<file path="src/sv/gwb_pkg.sv">
// Package for the generational write barrier: codes, widths and shared types.
// Depends on nothing; used by every module of the block.
`default_nettype none
package gwb_pkg;

  localparam int ADDR_W      = 32;
  localparam int GB_W        = 30;
  localparam int CAP_W       = 9;
  localparam int GEN_W       = 3;
  localparam int STATUS_W    = 3;
  localparam int CFG_IDX_W   = 2;
  localparam int IN_TDATA_W  = 72;
  localparam int OUT_TDATA_W = 16;

  localparam logic [CFG_IDX_W-1:0] CFG_HEAP_BASE = 2'd0;
  localparam logic [CFG_IDX_W-1:0] CFG_GEN_BYTES = 2'd1;
  localparam logic [CFG_IDX_W-1:0] CFG_REM_CAP   = 2'd2;

  localparam logic [ADDR_W-1:0] HEAP_BASE_RST = 32'd0;
  localparam logic [GB_W-1:0]   GEN_BYTES_RST = 30'd1048576;
  localparam logic [CAP_W-1:0]  REM_CAP_RST   = 9'd511;

  localparam logic [STATUS_W-1:0] ST_GLOBAL   = 3'd0;
  localparam logic [STATUS_W-1:0] ST_NOTHING  = 3'd1;
  localparam logic [STATUS_W-1:0] ST_ALREADY  = 3'd2;
  localparam logic [STATUS_W-1:0] ST_RECORDED = 3'd3;
  localparam logic [STATUS_W-1:0] ST_OVERFLOW = 3'd4;
  localparam logic [STATUS_W-1:0] ST_CLEARED  = 3'd5;

  localparam logic OP_STORE = 1'b0;
  localparam logic OP_CLEAR = 1'b1;

  typedef enum logic [2:0] {
    S_IDLE,
    S_SLOT,
    S_VALUE,
    S_SEARCH,
    S_DONE
  } state_t;

  typedef struct packed {
    logic             done;
    logic             in_heap;
    logic [GEN_W-1:0] gen;
  } gen_res_t;

endpackage
`default_nettype wire

</file>
<file path="src/sv/gwb_gen_unit.sv">
// Shared generation unit: subtracts the heap base, then finds the generation
// by repeated add and compare against the generation size. Uses gwb_pkg.
`default_nettype none
module gwb_gen_unit #(
  parameter int GENERATIONS = 5
) (
  input  wire logic                        clk,
  input  wire logic                        rst_n,
  input  wire logic                        start,
  input  wire logic [gwb_pkg::ADDR_W-1:0]  addr,
  input  wire logic [gwb_pkg::ADDR_W-1:0]  base,
  input  wire logic [gwb_pkg::GB_W-1:0]    gb,
  output gwb_pkg::gen_res_t                res
);

  localparam int K_W   = $clog2(GENERATIONS + 1);
  localparam int ACC_W = gwb_pkg::ADDR_W + 2;

  logic                       busy_r;
  logic                       below_r;
  logic [gwb_pkg::ADDR_W-1:0] off_r;
  logic [ACC_W-1:0]           acc_r;
  logic [K_W-1:0]             k_r;
  logic [gwb_pkg::GB_W-1:0]   gbe;
  logic [gwb_pkg::ADDR_W:0]   diff;
  logic                       top_hit;
  logic                       stop;
  logic                       in_heap;

  assign gbe     = (gb == '0) ? gwb_pkg::GB_W'(1) : gb;
  assign diff    = {1'b0, addr} - {1'b0, base};
  assign top_hit = (k_r == K_W'(GENERATIONS));
  assign stop    = below_r || top_hit || ({2'b00, off_r} < acc_r);
  assign in_heap = !below_r && !top_hit;

  always_ff @(posedge clk) begin
    if (!rst_n) begin
      busy_r <= 1'b0;
    end else if (start) begin
      busy_r <= 1'b1;
    end else if (busy_r && stop) begin
      busy_r <= 1'b0;
    end
  end

  always_ff @(posedge clk) begin
    if (start) begin
      off_r   <= diff[gwb_pkg::ADDR_W-1:0];
      below_r <= diff[gwb_pkg::ADDR_W];
      acc_r   <= ACC_W'(gbe);
      k_r     <= '0;
    end else if (busy_r && !stop) begin
      acc_r <= acc_r + ACC_W'(gbe);
      k_r   <= k_r + K_W'(1);
    end
  end

  assign res.done    = busy_r && stop;
  assign res.in_heap = in_heap;
  assign res.gen     = in_heap ? gwb_pkg::GEN_W'(k_r) : '0;

endmodule
`default_nettype wire

</file>
<file path="config.mk">
export PLATFORM = sky130hd
export DESIGN_NAME = gwb_gen_unit
export DESIGN_NICKNAME = d
export VERILOG_FILES = /design/src/sv/gwb_pkg.sv /design/src/sv/gwb_gen_unit.sv
export SDC_FILE = /design/constraint.sdc
export NUM_CORES = 1
export LEC_CHECK = 0
export BUFFER_PORTS_ARGS = -buffer_cell sky130_fd_sc_hd__buf_4
export CAP_MARGIN = 10
export CORE_ASPECT_RATIO = 1.1
export CORE_MARGIN = 8
export CORE_UTILIZATION = 50
export DETAILED_ROUTE_END_ITERATION = 10
export GPL_ROUTABILITY_DRIVEN = 1
export PLACE_DENSITY = 0.76
export SYNTH_ARGS = -nofsm -noshare
export SYNTH_HDL_FRONTEND = slang
export SYNTH_SLANG_ARGS = --single-unit
</file>
<file path="constraint.sdc">
create_clock -name clk -period 6.3 [get_ports clk]
set_clock_uncertainty 0.1 [all_clocks]
set_input_delay 1.26 -clock clk [delete_from_list [all_inputs] [get_ports clk]]
set_output_delay 1.26 -clock clk [all_outputs]
set_load 0.03 [all_outputs]
</file>
======== Yosys cells after proc, flatten, opt, wreduce, memory -nomap -nowiden ========
Index checks and enable logic that the tools add are counted.
operators by class
  $add $sub $neg .......................... 3
  order comparisons ....................... 1
  equality and inequality tests ........... 1
  mux-type cells .......................... 6
  reductions and logical operators ........ 11
operator list
  cell                                         number
  two-way mux 30 bit                           3
  adder 34 x 30 -> 34 bit                      1
  less-than comparator 32 x 34 -> 1 bit        1
  subtractor 32 x 32 -> 33 bit                 1
  logical NOT 30 bit                           1
  nonzero test 2 bit                           2
  adder 3 x 1 -> 3 bit, second input constant  1
  == test 3 bit, second input constant         1
  logical AND 1 bit                            3
  logical NOT 1 bit                            3
  two-way mux 3 bit                            1
  logical OR 1 bit                             2
  two-way mux 1 bit                            2
storage, ports and cells
  register bits ........................... 71
  output and inout bits ................... 5

======== Depth between registers and ports, before layout ========
Gate-level depths: netlist (run 1).
  word-level depth ........................ 7
  gate-level depth with buffers ........... 14
  mapped depth without buffers ............ 14

======== Least setup slack after synthesis (run 1) ========
No wires, ideal clock.
  path kind ............................... input port to flip-flop
  start point ............................. input port gb[24] (netlist name)
  end point ............................... register acc_r[30]
  setup time .............................. 121 ps
  arrival time ............................ 3984 ps
  path slack .............................. 2096 ps
  stages .................................. 14
  cells stage by stage .................... nor4_1 -> nand4_1 -> o21bai_1 -> ha_1 -> inv_1 -> fa_1 -> nor2b_1 -> o21a_1 -> o211ai_1 -> a211oi_1 -> o2111a_1 -> o21ai_0 -> a21oi_1 -> mux2_2
on the way
  longest elaborated chain between the ends .. 3
ends and longest elaborated chain
  item                         line                text
  from (decl)                  gwb_gen_unit.sv:12  input wire logic [gwb_pkg::GB_W-1:0] gb,
  logical NOT 30 bit           gwb_gen_unit.sv:30  assign gbe = (gb == '0) ? gwb_pkg::GB_W'(1) : gb;
  two-way mux 30 bit (*)       gwb_gen_unit.sv:30
  adder 34 x 30 -> 34 bit (*)  gwb_gen_unit.sv:53  acc_r <= acc_r + ACC_W'(gbe);
  to (signal assigned)         gwb_gen_unit.sv:50  acc_r <= ACC_W'(gbe);
  to (signal assigned)         gwb_gen_unit.sv:53
  to (decl)                    gwb_gen_unit.sv:22  logic [ACC_W-1:0] acc_r;
Every way passes the cells marked *; elsewhere a longest branch is shown, timed or not.
A chain may end at the register's enable or synchronous reset.

======== Worst setup path in the final report (run 1) ========
  start point ............................. input port gb[16] (netlist name)
  end point ............................... register acc_r[26] (data pin)
on the way
  longest elaborated chain between the ends .. 5
ends and longest elaborated chain
  item                     line                text
  logical NOT 30 bit       gwb_gen_unit.sv:30
  two-way mux 30 bit (*)   gwb_gen_unit.sv:30
  adder 34 x 30 -> 34 bit  gwb_gen_unit.sv:53
  two-way mux 30 bit       gwb_gen_unit.sv:52  end else if (busy_r && !stop) begin
  two-way mux 30 bit (*)   gwb_gen_unit.sv:47  if (start) begin
Every way passes the cells marked *; elsewhere a longest branch is shown, timed or not. The select of a mux whose other input is x is not followed.

==> impl_metrics.ini, run 1 <==
[status]
status = completed

[clock_network]
cts_resized = 0
clock_latency_ns = 0.34
htreeDepth = 3
clock_path_buffers = 2
cts_made_buffers = 9
cts_tree = done
hold_buffers = 0
clock_sinks = 71
clk_pin_slew_ns = 0.06
post-cts-setup-buffers = 0
cts-root-buf = clkbuf_16

[detailed_routing]
wire_per_inst_um = 15.2
drc_errors = 0
drt_pass1_iterations = 5
via_per_inst = 5.57
drtIter0Drc = 538
antenna_left = 0
wl_mm = 16.3
vias = 5998

[global_routing]
grt_pass1_wl_mm = 27.4
antenna_found_initial = 0
grt_max_degree = 97
track_usage_pct = 18.5
grt_pass1_vias = 5913
grt-ovfl-total = 0

[place]
placed_area_um2 = 7860
pre_cts_ws_ns = 1.26
dp_cells = 1061
dp_hpwl_mm = 13.0
gp_congestion = 0.927
port_buffers = 101

[final_layout]
antenna_cells = 0
instances_no_fill = 1077
drive_above_1_share_pct = 16.0
syn2layout_area_growth_pct = 16.5
nets = 1078
final_area_um2 = 8180

[sta]
slew_viol_final = 0
setup_viol = 0
slew_headroom_pct = 33.5
rsz0062_at_grt = no
final-hold-violation-count = 0
fin_crit_sh_pct = 76.6
timing.fmax_mhz = 207
holdWs_ns = 0.387
max_slew.worst_pin.slew_ns = 0.998
min_period_ns = 4.83
fin_setup_tns_ns = 0
setup_ws_ns = 1.47

[synthesis]
syn_area_um2 = 7020
ys_types = 67
synth_most_common_cell = ha_1
synth_seq_cells = 71
synthFlopType = edfxtp_1
syn-num-nets = 1008
ys_warn_count = 0
synth_seq_area_share_pct = 29.2
synth-edff-count = 63
yosys.area.top_type = edfxtp_1
synthTopCellsByArea = edfxtp_1, ha_1, a21o_1
netlist.area_leader.share_pct = 27.0
netlist_instances = 814
synthArstFlopShare_pct = 0
synthTopCellsByCount = ha_1, inv_1, edfxtp_1, nor2_1, a21oi_1
postSynthAreaPerCell_um2 = 8.62

[floorplanning]
io_pins = 102
placementRows = 45
initial_core_util_pct = 51.1
fp.dieW_um = 129
die_y_um = 140
coreArea_um2 = 13700
dieArea_um2 = 18100

[critical_path]
endpoint_kind = flop
crit_fanout = 4
crit_path_start_kind = input pin
critPathKind = in2reg
cp.arrival_ns = 4.89
cp.required_ns = 6.36

[power]
power_density_nw_per_um2 = 247
ir_drop_mv = 0.133
p_leak_nw = 3.82

[run]
maxCapViolations = 0

[min_path]
hold_class = reg2reg
[kinds of logic (layout without fill, tap and decap cells)]
| kind of cell | Yosys count | after routing | share of synthesized area [%] |
|---|---|---|---|
| adder cells (fa/ha/maj) | 97 | 97 | 17.5 |
| flip-flops | 71 | 71 | 29.2 |
| AND/OR/NAND/NOR | 214 | 214 | 15.0 |
| AO/OA/AOI/OAI | 255 | 255 | 25.0 |
| multiplexers | 5 | 5 | 0.802 |
| XOR/XNOR | 44 | 44 | 5.49 |
| buffers and inverters | 128 | 203 | 6.92 |
[layout make-up]
class                   instances  area (um2)
repair buffers                103         773
clock inverters                 3        20.0
clock buffers                  13         303
well taps                     188         235
inverters                      84         315
multi-input cells             615        4480
fillers                      1232        5560
flip-flops and latches         71        2050
[placed cells by master (no fill, tap or decap), types with 10 or more instances in the layout]
cell type  instances
buf_4            103
ha_1              95
inv_1             84
edfxtp_1          63
nor2_1            60
a21oi_1           59
nand2_1           57
o21ai_0           45
a21o_1            43
xnor2_1           33
o21a_1            17
nor2b_1           14
and3_1            12
and2_1            12
a211oi_1          12
o31ai_1           11
xor2_1            11
clkbuf_16         11
nand4_1           10
[worst paths after layout]
path / to / slack [ns] / depth (start not counted) / start
setup / recovery: acc_r[26] / 1.47 / 15 / gb[16]
hold / removal: k_r[1] / 0.39 / 2 / k_r[1]
setup reg to reg: acc_r[0] / 3.05 / 10 / k_r[1]
hold reg to reg: k_r[1] / 0.39 / 2 / k_r[1]
[registers in the layout, indices dropped and copies added (netlist names)]
register  flops
busy_r        1
acc_r        34
k_r           3
off_r        32
below_r       1
[report_power, final]
part	total, mW	switching (mW)	internal [mW]	leakage, nW
clock network	0.535	0.200	0.335	0.154
logic	0.826	0.448	0.378	2.98
registers	0.660	0.0453	0.615	0.686
total	2.02	0.693	1.33	3.82
[metrics by stage]
stage	total power [mW]	util, %
final	2.02	59.5
after global routing	2.17	59.5
after CTS	2.03	59.5
after detailed placement	1.48	57.2
after global placement	1.47	57.2
after floorplan	1.27	-
[critical path, cell delays in order]
cell	delay [ns]
buf_4	0.13
nor4_1	0.42
nand4_1	0.25
o21bai_1	0.24
ha_1	0.22
inv_1	0.06
fa_1	0.40
nor2b_1	0.13
o21a_1	0.14
o211ai_1	0.13
a211oi_1	0.57
o2111a_1	0.35
o21ai_1	0.15
o211a_1	0.24
a221oi_1	0.19
[per-layer routing]
metal	track usage (%)	vias to the layer above	part of all wire (%)
met3	3.26	24	6.0
met1	25.0	2695	47
li1	-	3092	-
met5	0	-	0
met4	7.31	0	2.2
met2	28.7	187	45
(Power assumes the default switching activity.)
==> run 2: changes to the inputs <==
- clock period: 6.3 -> 4.77 ns (I/O delays scaled with it)
==> run 2 against run 1 <==
  * Via count is 0.48% lower
  * Critical path depth grew 1
  * Power rose by 31%
  * Core utilization is 0.11 points lower
  * Critical endpoint unchanged
==> impl_metrics.ini, run 2 (synthesized netlist as in run 1, its figures left out) <==
[power]
ir_drop_mv = 0.190
swShare_pct = 34.1
p_int_mw = 1.74
clock_power_share_pct = 25.7
p_comb_share_pct = 41.2
power_density_nw_per_um2 = 324
power_switching_uw = 902
p_seq_share_pct = 33.1
p_leak_nw = 3.82

[clock_network]
hold_buffers = 0
clock_latency_ns = 0.34
htreeDepth = 3
cts_made_buffers = 9
cts_resized = 0
post-cts-setup-buffers = 0
clock_path_buffers = 2
cts_tree = done
cts-root-buf = clkbuf_16
clk_pin_slew_ns = 0.06
clock_sinks = 71

[critical_path]
reg2reg_to = acc_r[6]
cp.arrival_ns = 4.35
r2r_slack_ns = 1.43
crit_path_start_kind = input pin
crit_fanout = 4
ff2ff_path_depth = 10
cp.required_ns = 4.83
critPathKind = in2reg
r2r-start = k_r[1]
endpoint_kind = flop

[run]
maxCapViolations = 0

[place]
pre_cts_ws_ns = 0.168
port_buffers = 101
gp_congestion = 0.905
dp_hpwl_mm = 13.1
placed_area_um2 = 7860

[sta]
rsz0062_at_grt = no
setup_viol = 0
slew_headroom_pct = 57.9
holdWs_ns = 0.384
slew_viol_final = 0
fin_setup_tns_ns = 0
min_period_ns = 4.29
timing.fmax_mhz = 233
setup_ws_ns = 0.480
final-hold-violation-count = 0
fin_crit_sh_pct = 89.9
max_slew.worst_pin.slew_ns = 0.625

[status]
status = completed

[detailed_routing]
drc_errors = 0
wl_mm = 16.2
via_per_inst = 5.54
wire_per_inst_um = 15.0
drt_pass1_iterations = 5
antenna_left = 0
vias = 5969
drtIter0Drc = 415

[min_path]
hold_class = reg2reg
hold_depth = 2
worstHoldEndpoint = k_r[1]
hp-start = k_r[1]

[global_routing]
grt_pass1_vias = 5786
antenna_found_initial = 0
grt-ovfl-total = 0
grt_pass1_wl_mm = 26.8
track_usage_pct = 18.0
grt_max_degree = 65

[floorplanning]
dieArea_um2 = 18100
coreArea_um2 = 13700
placementRows = 45
initial_core_util_pct = 51.1
die_y_um = 140
io_pins = 102
fp.dieW_um = 129

[final_layout]
final_cell_mix = buf_4, ha_1, inv_1, edfxtp_1, nor2_1
reg_top3 = acc_r (34), off_r (32), k_r (3)
syn2layout_area_growth_pct = 16.3
antenna_cells = 0
fin_util_pct = 59.4
layout_commonest_cell = buf_4
largest_register_ffs = 34
largest_register = acc_r
nets = 1079
drive_above_1_share_pct = 15.8
final_area_um2 = 8160
[run 2: final cells by class]
| cell class | count | area (um2) |
|---|---|---|
| Multi-Input combinational cell | 615 | 4480 |
| Clock inverter | 4 | 43.8 |
| Tap cell | 188 | 235 |
| Sequential cell | 71 | 2050 |
| Inverter | 84 | 315 |
| Clock buffer | 12 | 256 |
| Fill cell | 1238 | 5580 |
| Timing Repair Buffer | 104 | 781 |
[run 2: worst max-delay path by stage]
| stage | slack (ns) | cells past startpoint | end | from |
|---|---|---|---|---|
| 2_1_floorplan | 0.87 | 14 | acc_r[30] | gb[24] |
| 3_3_place_gp | 0.28 | 16 | acc_r[26] | gb[24] |
| 3_5_place_dp | 0.17 | 16 | acc_r[26] | gb[24] |
| 4_1_cts | 0.51 | 16 | acc_r[26] | gb[24] |
| 5_1_grt | 0.27 | 16 | acc_r[30] | gb[24] |
| 6_report | 0.48 | 16 | acc_r[26] | gb[24] |
[run 2: critical path, stage by stage]
cell      delay [ns]
buf_4           0.12
nor4_1          0.46
nand4_1         0.22
o21bai_1        0.24
ha_1            0.22
inv_1           0.06
fa_1            0.40
nor2b_1         0.13
o21a_1          0.14
o211ai_1        0.13
a211oi_1        0.25
buf_4           0.18
o2111a_1        0.25
o21ai_1         0.16
o211a_1         0.24
a221oi_1        0.19
[run 2: power groups by stage]
stage               Combinational [mW]  Clock [mW]  Sequential, mW
global placement                  1.06           0           0.883
detailed placement                1.07           0           0.884
CTS                               1.08       0.689           0.873
finish                            1.09       0.679           0.875
floorplan                        0.828           0           0.854
global route                      1.23       0.714           0.881
[run 2: per-layer routing]
| layer | global-route usage (%) | up-vias | wire [um] |
|---|---|---|---|
| met5 | 0 | - | 0 |
| met1 | 24.3 | 2708 | 7940 |
| met2 | 28.9 | 151 | 7310 |
| met3 | 2.35 | 14 | 771 |
| li1 | - | 3096 | - |
| met4 | 6.07 | 0 | 201 |
[run 2: per-stage QoR]
stage	instances	total power, mW
CTS	1078	2.64
finish	1078	2.64
floorplan	814	1.68
detailed placement	1062	1.96
global placement	1062	1.94
global route	1078	2.82
==> run 3: changes to the inputs <==
- ABC_AREA: default -> 1
==> run 3 against run 2 <==
  * Sequential cell count unchanged
  * Clock-buffer cell count decreased by 2
  * Sequential share of layout area decreased by 2.0 points
  * Global-route usage increased by 2.6 points
  * Non-clock buffer count unchanged
  * Combinational power increased by 4%
  * Critical endpoint is now acc_r[28]
  * Largest power group unchanged
==> impl_metrics.ini, run 3 <==
[status]
status = completed

[critical_path]
cp_num_buf_inv = 3
cpMostUsedCell = nand2_1
cp.arrival_ns = 3.71
crit_path_start_kind = input pin
cp.required_ns = 4.76
critPathMaxStageDelay_ns = 0.53
path_delay_family = simple AND/OR/NAND/NOR gates
endpoint_kind = flop
crit_chain = buf_4 > nor4_1 > nand4_1 > o21bai_1 > ha_1 > inv_1 > fa_1 > inv_1 > nand3_1 > nand3_1 > nand2_1 > nand2_1 > a21o_1 > nand3_1 > nand2_1 > nand2_1 > nand3_1 > nand2_1
crit_fanout = 4
worst_path_max_delay_cell = nor4_1
critPathKind = in2reg

[sta]
slew_viol_final = 0
max_slew.worst_pin.slew_ns = 0.892
fin_setup_tns_ns = 0
setup_viol = 0
fin_crit_sh_pct = 78.0
rsz0062_at_grt = no
slew_headroom_pct = 40.5
final-hold-violation-count = 0
timing.fmax_mhz = 269
min_period_ns = 3.72
holdWs_ns = 0.335

[power]
p_leak_nw = 4.60
ir_drop_mv = 0.145
swShare_pct = 38.1
total_power_mw = 2.69
power_density_nw_per_um2 = 303
clock_power_share_pct = 25.7
p_comb_share_pct = 42.2
power_switching_mw = 1.02
p_int_mw = 1.66
p_seq_share_pct = 32.1

[floorplanning]
placementRows = 47
die_y_um = 146
io_pins = 102
dieArea_um2 = 19600
initial_core_util_pct = 51.2
fp.dieW_um = 134
coreArea_um2 = 15100

[clock_network]
cts-root-buf = clkbuf_16
hold_buffers = 0
clock_path_buffers = 2
cts_tree = done
clock_latency_ns = 0.34
cts_made_buffers = 9
post-cts-setup-buffers = 0
cts_resized = 0
htreeDepth = 3
clk_pin_slew_ns = 0.06
clock_sinks = 71

[place]
port_buffers = 101
gp_congestion = 0.901
dp_hpwl_mm = 16.5
dp_cells = 1393

[synthesis]
synth_seq_area_share_pct = 26.6
synth_most_common_cell = nand2_1
syn_area_um2 = 7700
synthTopCellsByCount = nand2_1, inv_1, ha_1, nor2_1, a21oi_1
ys_warn_count = 0
postSynthAreaPerCell_um2 = 6.81
synthArstFlopShare_pct = 0
ys_types = 42
synthFlopType = edfxtp_1
yosys.area.top_type = edfxtp_1
syn-num-nets = 1325
netlist_instances = 1131
synthTopCellsByArea = edfxtp_1, nand2_1, ha_1
netlist.area_leader.share_pct = 24.6
synth-edff-count = 63
synth_seq_cells = 71

[final_layout]
largest_register_ffs = 34
antenna_cells = 0
reg_top3 = acc_r (34), off_r (32), k_r (3)
instances_no_fill = 1409
fillerInstances = 1457
nets = 1402
largest_register = acc_r
drive_above_1_share_pct = 12.7
syn2layout_area_growth_pct = 15.1
layout_commonest_cell = nand2_1
final_cell_mix = nand2_1, inv_1, buf_4, ha_1, nor2_1

[run]
maxCapViolations = 0

[global_routing]
grt_pass1_wl_mm = 33.7
track_usage_pct = 20.5
antenna_found_initial = 0
grt_max_degree = 85
grt_pass1_vias = 7342
grt-ovfl-total = 0

[detailed_routing]
antenna_left = 0
drtIter0Drc = 539
vias = 7336
drt_pass1_iterations = 8
wire_per_inst_um = 14.3
drc_errors = 0
wl_mm = 20.2
via_per_inst = 5.21

[min_path]
hold_class = reg2reg
==> run 3: routing by layer <==
metal | track usage, % | routed length (um) | part of all wire (%) | up-vias
met5 | 0 | 0 | 0 | -
met4 | 6.75 | 421 | 2.1 | 0
met3 | 2.68 | 1000 | 5.0 | 33
met2 | 35.9 | 9890 | 49 | 248
met1 | 25.4 | 8840 | 44 | 3261
li1 | - | - | - | 3794
==> run 3: per-stage QoR <==
step                      worst slack (ns)  util (%)  area, um2
after CTS                             1.06      58.9       8870
after global routing                 0.829      58.9       8870
after global placement               0.738      56.9       8570
after floorplan                       1.51         -       7700
after detailed placement             0.708      56.9       8570
final                                 1.05      58.9       8870
==> run 3: logic make-up after synthesis <==
family,after synthesis,synth area share [%]
and+or+nand+nor,505,27.0
buffers and inverters,238,11.8
AOI/OAI and AO/OA,181,14.2
adders and majority gates,97,16.0
DFF,71,26.6
xor gates and xnor gates,39,4.43
==> run 3: final timing paths <==
check	start	slack [ns]	depth (start not counted)	end
worst min-delay path	acc_r[33]	0.34	2	acc_r[33]
worst min register to register	acc_r[33]	0.34	2	acc_r[33]
worst max-delay path	gb[22]	1.05	18	acc_r[28]
worst max register to register	acc_r[30]	1.95	13	acc_r[13]
==> run 3: worst reg2reg max path: cells and delay by family (launching register included) <==
kind | cells | cell delay [ns]
AND/OR/NAND/NOR | 10 | 1.07
flip-flops | 1 | 0.46
adder cells (fa/ha/maj) | 1 | 0.29
buffers and inverters | 2 | 0.53
==> run 3: power groups by stage <==
stage / Sequential (mW) / Combinational [mW] / Clock (mW)
floorplan: 0.843 / 0.833 / 0
global placement: 0.873 / 1.09 / 0
detailed placement: 0.874 / 1.12 / 0
CTS: 0.861 / 1.13 / 0.698
global route: 0.871 / 1.29 / 0.720
finish: 0.864 / 1.13 / 0.690
==> run 3: cell type report <==
type,count,area (um2),area share (%)
well taps,196,245,2.77
repair buffers,104,781,8.81
multi-input cells,822,4740,53.5
flip-flops and latches,71,2050,23.1
inverters,200,751,8.47
clock buffers,10,239,2.70
clock inverters,6,57.6,0.649
